`config.mk`:
```
export PLATFORM = sky130hd
export DESIGN_NAME = arm_cell_sequencer
export DESIGN_NICKNAME = d
export VERILOG_FILES = /design/src/hw/rtl/acs_pkg.sv /design/src/hw/rtl/acs_rules.sv /design/src/hw/rtl/arm_cell_sequencer.sv
export SDC_FILE = /design/constraint.sdc
export NUM_CORES = 1
export LEC_CHECK = 0
export BUFFER_PORTS_ARGS = -buffer_cell sky130_fd_sc_hd__clkbuf_2
export CAP_MARGIN = 10
export CORE_ASPECT_RATIO = 1.4
export CORE_MARGIN = 2
export CORE_UTILIZATION = 52
export DETAILED_ROUTE_END_ITERATION = 12
export PLACE_DENSITY = 0.84
export SLEW_MARGIN = 20
export SYNTH_ARGS = -nofsm -noshare
export SYNTH_HDL_FRONTEND = slang
export SYNTH_HIERARCHICAL = 1
export SYNTH_SLANG_ARGS = --single-unit
```
`constraint.sdc`:
```
create_clock -name clk -period 3.46 [get_ports clk]
set_clock_uncertainty 0.05 [all_clocks]
set_input_delay 0.865 -clock clk [delete_from_list [all_inputs] [get_ports clk]]
set_output_delay 0.865 -clock clk [all_outputs]
set_load 0.05 [all_outputs]
```
`src/hw/rtl/acs_pkg.sv`:
```
package acs_pkg;

    localparam int unsigned MaskWidth = 12;

    typedef logic [MaskWidth-1:0] mask_t;
    typedef logic [2:0] upper_phase_t;
    typedef logic [1:0] lower_phase_t;

    // Sensor and actuator bit positions share one encoding.
    localparam mask_t B_STORE  = 12'h001;
    localparam mask_t B_DETAIL = 12'h002;
    localparam mask_t B_LEVL   = 12'h004;
    localparam mask_t B_LEVR   = 12'h008;
    localparam mask_t B_HEADL  = 12'h010;
    localparam mask_t B_HEADR  = 12'h020;
    localparam mask_t B_LOW    = 12'h040;
    localparam mask_t B_UP     = 12'h080;
    localparam mask_t B_C1G    = 12'h100;
    localparam mask_t B_C2G    = 12'h200;
    localparam mask_t B_C1O    = 12'h400;
    localparam mask_t B_C2O    = 12'h800;

    localparam logic KIND_START  = 1'b0;
    localparam logic KIND_REPORT = 1'b1;

    localparam upper_phase_t UP_PH0 = 3'd0;
    localparam upper_phase_t UP_PH1 = 3'd1;
    localparam upper_phase_t UP_PH2 = 3'd2;
    localparam upper_phase_t UP_PH3 = 3'd3;
    localparam upper_phase_t UP_PH4 = 3'd4;

    localparam lower_phase_t LO_PH0 = 2'd0;
    localparam lower_phase_t LO_PH1 = 2'd1;
    localparam lower_phase_t LO_PH2 = 2'd2;
    localparam lower_phase_t LO_PH3 = 2'd3;

    localparam mask_t        LATCH_RESET = B_DETAIL;
    localparam upper_phase_t UPPER_RESET = UP_PH1;
    localparam lower_phase_t LOWER_RESET = LO_PH0;

    typedef struct packed {
        mask_t        actuator_mask;
        logic         unrecognized;
        mask_t        latch_next;
        upper_phase_t upper_next;
        lower_phase_t lower_next;
    } rule_result_t;

endpackage

```
`src/hw/rtl/acs_rules.sv`:
```
module acs_rules (
    input  acs_pkg::mask_t        latch,
    input  acs_pkg::mask_t        events,
    input  acs_pkg::upper_phase_t upper_phase,
    input  acs_pkg::lower_phase_t lower_phase,
    output acs_pkg::rule_result_t result
);
    import acs_pkg::*;

    mask_t s;
    mask_t clr;
    mask_t act;
    logic  bad;
    upper_phase_t up_n;
    lower_phase_t lo_n;

    always_comb
    begin
        s    = latch | events;
        clr  = '0;
        act  = '0;
        bad  = 1'b0;
        up_n = upper_phase;
        lo_n = lower_phase;
        if ((s & (B_DETAIL | B_LEVL | B_HEADL)) == (B_DETAIL | B_LEVL | B_HEADL))
        begin
            clr = B_LEVL | B_HEADL;
            act = B_LOW;
        end
        else if ((s & (B_LEVR | B_HEADL)) == (B_LEVR | B_HEADL))
        begin
            clr = B_LEVR | B_HEADL;
            act = B_LOW;
        end
        else if ((s & B_HEADR) != '0)
        begin
            clr = B_HEADR;
            act = B_LOW;
        end
        else if ((s & B_C1O) != '0)
        begin
            clr = B_C1O;
            act = B_UP;
        end
        else if ((s & B_C1G) != '0)
        begin
            clr = B_C1G;
            act = B_UP;
        end
        else if ((s & B_C2O) != '0)
        begin
            clr = B_C2O;
            act = B_UP;
        end
        else if ((s & B_C2G) != '0)
        begin
            clr = B_C2G;
            act = B_UP;
        end
        else if (upper_phase == UP_PH0 && (s & (B_STORE | B_UP)) == (B_STORE | B_UP))
        begin
            clr  = B_STORE | B_UP;
            act  = B_LOW;
            up_n = UP_PH1;
        end
        else if (upper_phase == UP_PH1 && (s & B_UP) != '0)
        begin
            clr  = B_UP;
            act  = B_LEVL | B_HEADL;
            up_n = UP_PH2;
        end
        else if (upper_phase == UP_PH2 && (s & B_UP) != '0)
        begin
            clr  = B_UP;
            act  = B_HEADR;
            up_n = UP_PH3;
        end
        else if (upper_phase == UP_PH3 && (s & B_UP) != '0)
        begin
            clr  = B_UP;
            act  = B_DETAIL | B_LEVR | B_HEADL;
            up_n = UP_PH4;
        end
        else if (upper_phase == UP_PH4 && (s & B_UP) != '0)
        begin
            clr  = B_UP;
            act  = B_STORE | B_HEADR;
            up_n = UP_PH0;
        end
        else if ((s & B_LOW) != '0)
        begin
            clr  = B_LOW;
            lo_n = lower_phase + 2'd1;
            case (lower_phase)
                LO_PH0:  act = B_C1G;
                LO_PH1:  act = B_C2G;
                LO_PH2:  act = B_C1O;
                LO_PH3:  act = B_C2O;
                default: act = B_C2O;
            endcase
        end
        else
        begin
            bad = 1'b1;
        end
        result.actuator_mask = act;
        result.unrecognized  = bad;
        result.latch_next    = s & ~clr;
        result.upper_next    = up_n;
        result.lower_next    = lo_n;
    end

endmodule

```
`src/hw/rtl/arm_cell_sequencer.sv`:
```
// Channel   Direction  Handshake              Payload
// request   in         req_valid/req_ready    kind, sensor_events
// response  out        rsp_valid/rsp_ready    actuator_mask, unrecognized
//
// Each request is answered in the cycle after it is taken, and a new request can
// be taken every cycle while responses are taken; the rule check is one combinational
// pass into the response register. The response register is the only stall point:
// a request is taken while it is empty or being emptied. Reset sets the sensor latch
// to the detail ready bit, the upper phase to one and the lower phase to zero.
module arm_cell_sequencer (
    input  logic                 clk,
    input  logic                 rst_n,
    input  logic                 req_valid,
    output logic                 req_ready,
    input  logic                 kind,
    input  acs_pkg::mask_t       sensor_events,
    output logic                 rsp_valid,
    input  logic                 rsp_ready,
    output acs_pkg::mask_t       actuator_mask,
    output logic                 unrecognized
);
    import acs_pkg::*;

    mask_t        latch_reg;
    upper_phase_t upper_reg;
    lower_phase_t lower_reg;
    logic         rsp_valid_reg;
    logic         rsp_valid_next;
    mask_t        mask_reg;
    mask_t        mask_next;
    logic         bad_reg;
    logic         bad_next;
    rule_result_t rule;
    logic         req_fire;
    logic         report_fire;

    acs_rules u_rules (
        .latch       (latch_reg),
        .events      (sensor_events),
        .upper_phase (upper_reg),
        .lower_phase (lower_reg),
        .result      (rule)
    );

    assign req_ready   = !rsp_valid_reg || rsp_ready;
    assign req_fire    = req_valid && req_ready;
    assign report_fire = req_fire && (kind == KIND_REPORT);

    always_comb
    begin
        rsp_valid_next = rsp_valid_reg;
        if (req_fire)
        begin
            rsp_valid_next = 1'b1;
        end
        else if (rsp_ready)
        begin
            rsp_valid_next = 1'b0;
        end
        if (kind == KIND_START)
        begin
            mask_next = B_LOW;
            bad_next  = 1'b0;
        end
        else
        begin
            mask_next = rule.actuator_mask;
            bad_next  = rule.unrecognized;
        end
    end

    always_ff @(posedge clk or negedge rst_n)
    begin
        if (!rst_n)
        begin
            latch_reg     <= LATCH_RESET;
            upper_reg     <= UPPER_RESET;
            lower_reg     <= LOWER_RESET;
            rsp_valid_reg <= 1'b0;
        end
        else
        begin
            rsp_valid_reg <= rsp_valid_next;
            if (report_fire)
            begin
                latch_reg <= rule.latch_next;
                upper_reg <= rule.upper_next;
                lower_reg <= rule.lower_next;
            end
        end
    end

    always_ff @(posedge clk)
    begin
        if (req_fire)
        begin
            mask_reg <= mask_next;
            bad_reg  <= bad_next;
        end
    end

    assign rsp_valid     = rsp_valid_reg;
    assign actuator_mask = mask_reg;
    assign unrecognized  = bad_reg;

    a_bad_zero_mask: assert property (@(posedge clk) disable iff (!rst_n)
        rsp_valid && unrecognized |-> actuator_mask == '0)
        else $error("Unrecognized response carries a nonzero mask.");

    a_upper_range: assert property (@(posedge clk) disable iff (!rst_n)
        upper_reg <= UP_PH4)
        else $error("Upper phase left its five-phase range.");

    a_detail_kept: assert property (@(posedge clk) disable iff (!rst_n)
        latch_reg[1] == 1'b1)
        else $error("Detail ready bit was cleared from the latch.");

    a_start_keeps_state: assert property (@(posedge clk) disable iff (!rst_n)
        req_fire && kind == KIND_START |=>
            $stable(latch_reg) && $stable(upper_reg) && $stable(lower_reg))
        else $error("Start request changed the sequencer state.");

endmodule
```
# Yosys cells after proc, flatten, opt, wreduce, memory -nomap -nowiden
# Cells that the tools add are included.
[word_totals]
input_bits = 17
ff_bits = 31
mem_bits_rw = 0
latch_bits = 0
memories = 0
rom_bits = 0
[classes]
n_div = 0
n_eq_ne = 10
mux = 32
shift = 0
n_reduce_logical = 22
n_lt_le_gt_ge = 0
multipliers = 0
addsub = 1
bitwise = 17
[ops]
columns = ["operator", "count"]
rows = [
  ["$mux W12", 12],
  ["$mux W8", 10],
  ["$pmux W12 S4", 1],
  ["$mux W3", 5],
  ["$not A1 Y1", 14],
  ["$reduce_and A14 Y1", 1],
  ["$reduce_or A14 Y1", 1],
  ["$reduce_or A13 Y1", 1],
  ["$and A12 B12 Y12", 1],
  ["$not A12 Y12", 1],
  ["$or A12 B12 Y12", 1],
  ["$reduce_or A12 Y1", 1],
  ["$reduce_or A11 Y1", 1],
  ["$reduce_or A10 Y1", 1],
  ["$reduce_and A9 Y1", 1],
  ["$reduce_or A9 Y1", 1],
  ["$eq A2 B2 Y1 const B", 4],
  ["$logic_and A1 B1 Y1", 7],
  ["$mux W7", 1],
  ["$eq A3 B2 Y1 const B", 2],
  ["$eq A3 B3 Y1 const B", 2],
  ["$reduce_bool A5 Y1", 1],
  ["$reduce_or A4 Y1", 1],
  ["$eq A3 B1 Y1 const B", 1],
  ["other kinds (8)", 10],
]

# Logic depth before layout (Yosys ltp)
[logic_depth]
depth_word = 16
ltp_mapped = 7
mapped_depth_nobuf = 5

# Modules after synthesis
# Netlist, hierarchy kept.
[by_module_without_submodules]
columns = ["mod", "seq_area_each_um2", "area_per_inst_um2", "cells_each", "n_inst"]
rows = [
  ["arm_cell_sequencer", 843.3, 1228.7, 68, 1],
  ["acs_rules", 0.0, 548.0, 77, 1],
]

# Worst setup path before layout
# Ideal clock, no wire load.
[synth_path]
kind = "input to register"
startpoint = "in sensor_events[8]"
endpoint = "reg lower_reg[1]"
slack_ns = 0.965
setup_time_ns = 0.125
n_path_buf = 0
t_arrival_ns = 2.321
stages = 5
t_required_ns = 3.285
cell_sequence = "nor4_4 nand2_2 nor4_4 mux2_4 mux2_2"
[synth_via]
elab_chain_cells = 3
[synth_lines]
columns = ["item", "line_no", "rtl"]
rows = [
  ["from (decl)", "arm_cell_sequencer.sv:16", "input acs_pkg::mask_t sensor_events,"],
  ["$or A12 B12 Y12", "acs_rules.sv:19", "s = latch | events;"],
  ["$not A1 Y1 (no source line)", "-", ""],
  ["$reduce_and A14 Y1 (no source line)", "-", ""],
  ["to (signal assigned)", "arm_cell_sequencer.sv:88", "lower_reg <= rule.lower_next;"],
  ["to (decl)", "arm_cell_sequencer.sv:26", "lower_phase_t lower_reg;"],
]
# Every way passes these cells.
# A chain may end at the register's enable or synchronous reset.

# Final worst setup path
# Ends and elaborated chain as after synthesis.

==> flow_summary.yaml <==
clocking:
  numCtsBuffers: 5
  clk_pin_slew_ns: 0.06
  cts_resized: 0
  cts-root-buf: "clkbuf_8"
  clock_sinks: 31
  htreeDepth: 2
  cts_tree: "built"
  holdBufCountCts: 0
  clk_path_buf_depth: 2
  post_cts_buffers: 0
  clk_latency_ns: 0.28
global_route:
  grt_overflow: 0
  grt_pass1_vias: 1282
  grt_max_degree: 19
  antenna_found_initial: 0
  grt_pass1_wl_um: 5706
  grt.total_usage: 0.2033
layout:
  utilization: 0.6049
  drive_gt1_frac: 0.4068
  fillers: 298
  design_area_um2: 2006
  layout.nets: 197
  antennaDiodeCount: 0
  finalNonFillerCells: 217
  area_growth_pct: 12.89
placed_design:
  dp_hpwl_um: 2460
  gp_congestion: 0.9176
  dpl_cell_area_um2: 1924
  io_buffers: 31
  dp_cells: 209
  dpl_worst_slack_ns: 0.6746
timing:
  worst_slack_ns: 0.9851
  setup_viol: 0
  relSlewSlack: 0.6985
  worst-slew-pin-transition_ns: 0.4475
  rsz0062_at_grt: "false"
  period_minus_slack_ns: 2.475
  max_freq_ghz: 0.4041
  period_share: 0.7153
  hold_slack_ns: 0.4634
  drv_slew: 0
  hold_viol: 0
  fin_tns_setup_ns: 0
critical_path:
  crit_chain: "clkbuf_2, nor4_4, nand2_2, nor4_4, mux2_4, mux2_2"
  startpoint_type: "input port"
  criticalPathCategory: "input port to register"
  critPathRequiredTime_ns: 3.58
  path_max_fanout: 6
  crit_top_cell: "nor4_4"
  crit_arrival_ns: 2.59
  slowest_delay_ns: 0.46
  crit_path_end_kind: "register"
  slowest_stage: "nor4_4"
yosys:
  synth_area_um2: 1777
  synth_flop_cell: "dfrtp_1"
  ys_warn_count: 6
  synth_edf_count: 13
  synth.top_cell.area_share: 0.2254
  netlist_instances: 145
  ys_async_sr_fraction: 0.5806
  synth.area.top_cells: "dfrtp_1 (23%), edfxtp_1 (22%), mux2_4 (10%), and2_1 (6.0%), mux2_2 (4.4%)"
  synth.distinct_cells: 43
  ys_seq_area_frac: 0.4746
  syn_area_per_cell_um2: 12.25
  synth-seq-cells: 31
  synth_nets: 166
  yosysTopAreaCell: "dfrtp_1"
pwr:
  peakVddDrop_mv: 0.3219
  power_density_nw_per_um2: 483.4
  power_uw: 969.6
  p_leak_nw: 0.8298
routing:
  final_antenna_net_count: 0
  first_pass_iters: 4
  wire_per_inst_um: 14.66
  routed_wl_um: 3182
  drt_iter0_markers: 24
  avgViaCountPerCell: 5.465
  via_count: 1186
  drc: 0
flow_run:
  maxCapViolCount: 0
die:
  start_util: 0.5358
  core_area_um2: 3316
  die_y_um: 73.16
  io_pins: 32
  die_w_um: 53.40
  die_area_um2: 3907
  num_rows: 25
min_path:
  hold_class: "register to register"
status:
  status: "finished, final reports clean"
==> path summary, 6_finish.rpt <==
path | endpoint | startpoint | cells past startpoint | slack, ns
max | lower_reg[1]$_DFFE_PN0P_ | sensor_events[8] | 6 | 0.99
min | latch_reg[6]$_DFFE_PN0P_ | latch_reg[6]$_DFFE_PN0P_ | 1 | 0.46
max reg2reg | lower_reg[1]$_DFFE_PN0P_ | latch_reg[8]$_DFFE_PN0P_ | 5 | 1.27
min reg2reg | latch_reg[6]$_DFFE_PN0P_ | latch_reg[6]$_DFFE_PN0P_ | 1 | 0.46
max in group asynchronous | upper_reg[0]$_DFFE_PN1P_ | rst_n | 1 | 2.54
min in group asynchronous | latch_reg[3]$_DFFE_PN0P_ | rst_n | 1 | 0.47
==> critical path, delay by kind of cell <==
family | cells | cell delay (ns)
buffers and inverters | 1 | 0.11
multiplexers | 2 | 0.60
AND/OR/NAND/NOR | 3 | 1.02
==> kinds of logic after synthesis <==
family,after synthesis,share of synthesized area
buffers and inverters,12,0.04296
xor gates and xnor gates,3,0.01479
and+or+nand+nor,57,0.2113
muxes,19,0.1458
adders and majority gates,4,0.02817
AOI/OAI and AO/OA,19,0.08239
DFF,31,0.4746
==> layout make-up <==
class	instances	area, µm²	area share
clock inverters	1	5.005	0.002495
multi-input cells	102	857.1	0.4273
repair buffers	31	155.1	0.07736
clock buffers	7	76.32	0.03805
well taps	40	50.05	0.02495
inverters	5	18.77	0.009357
flip-flops and latches	31	843.3	0.4205
==> layout by cell type (no fill, tap or decap), drive strengths merged, types with 5 or more instances in the layout <==
cell    count
a21oi       5
and2       18
clkbuf     38
dfrtp      16
edfxtp     13
inv         5
mux2       19
nor2       15
nor3        7
nor4        5
==> Yosys cell counts, types with 3 or more instances <==
cell,n
dfrtp_1,16
edfxtp_1,13
ha_1,4
and2_1,17
mux2_2,7
nor3_1,7
clkbuf_1,3
nor4_4,3
inv_1,5
a21oi_1,5
mux2_4,12
nor2_1,15
==> power breakdown <==
group | leakage, nW | switching, mW | internal, mW
Clock | 0.0422 | 0.127 | 0.141
Combinational | 0.462 | 0.120 | 0.103
Sequential | 0.326 | 0.0476 | 0.432
==> layer usage <==
layer	up-vias	share of wire	wire length, µm	global-route usage
met1	569	0.37	1170	0.2049
met4	0	0.026	82	0.09972
met2	37	0.56	1792	0.3745
met3	8	0.043	137	0.04713
met5	-	0	0	0
li1	572	-	-	-
Note: power is estimated with default switching activity, not from simulation.
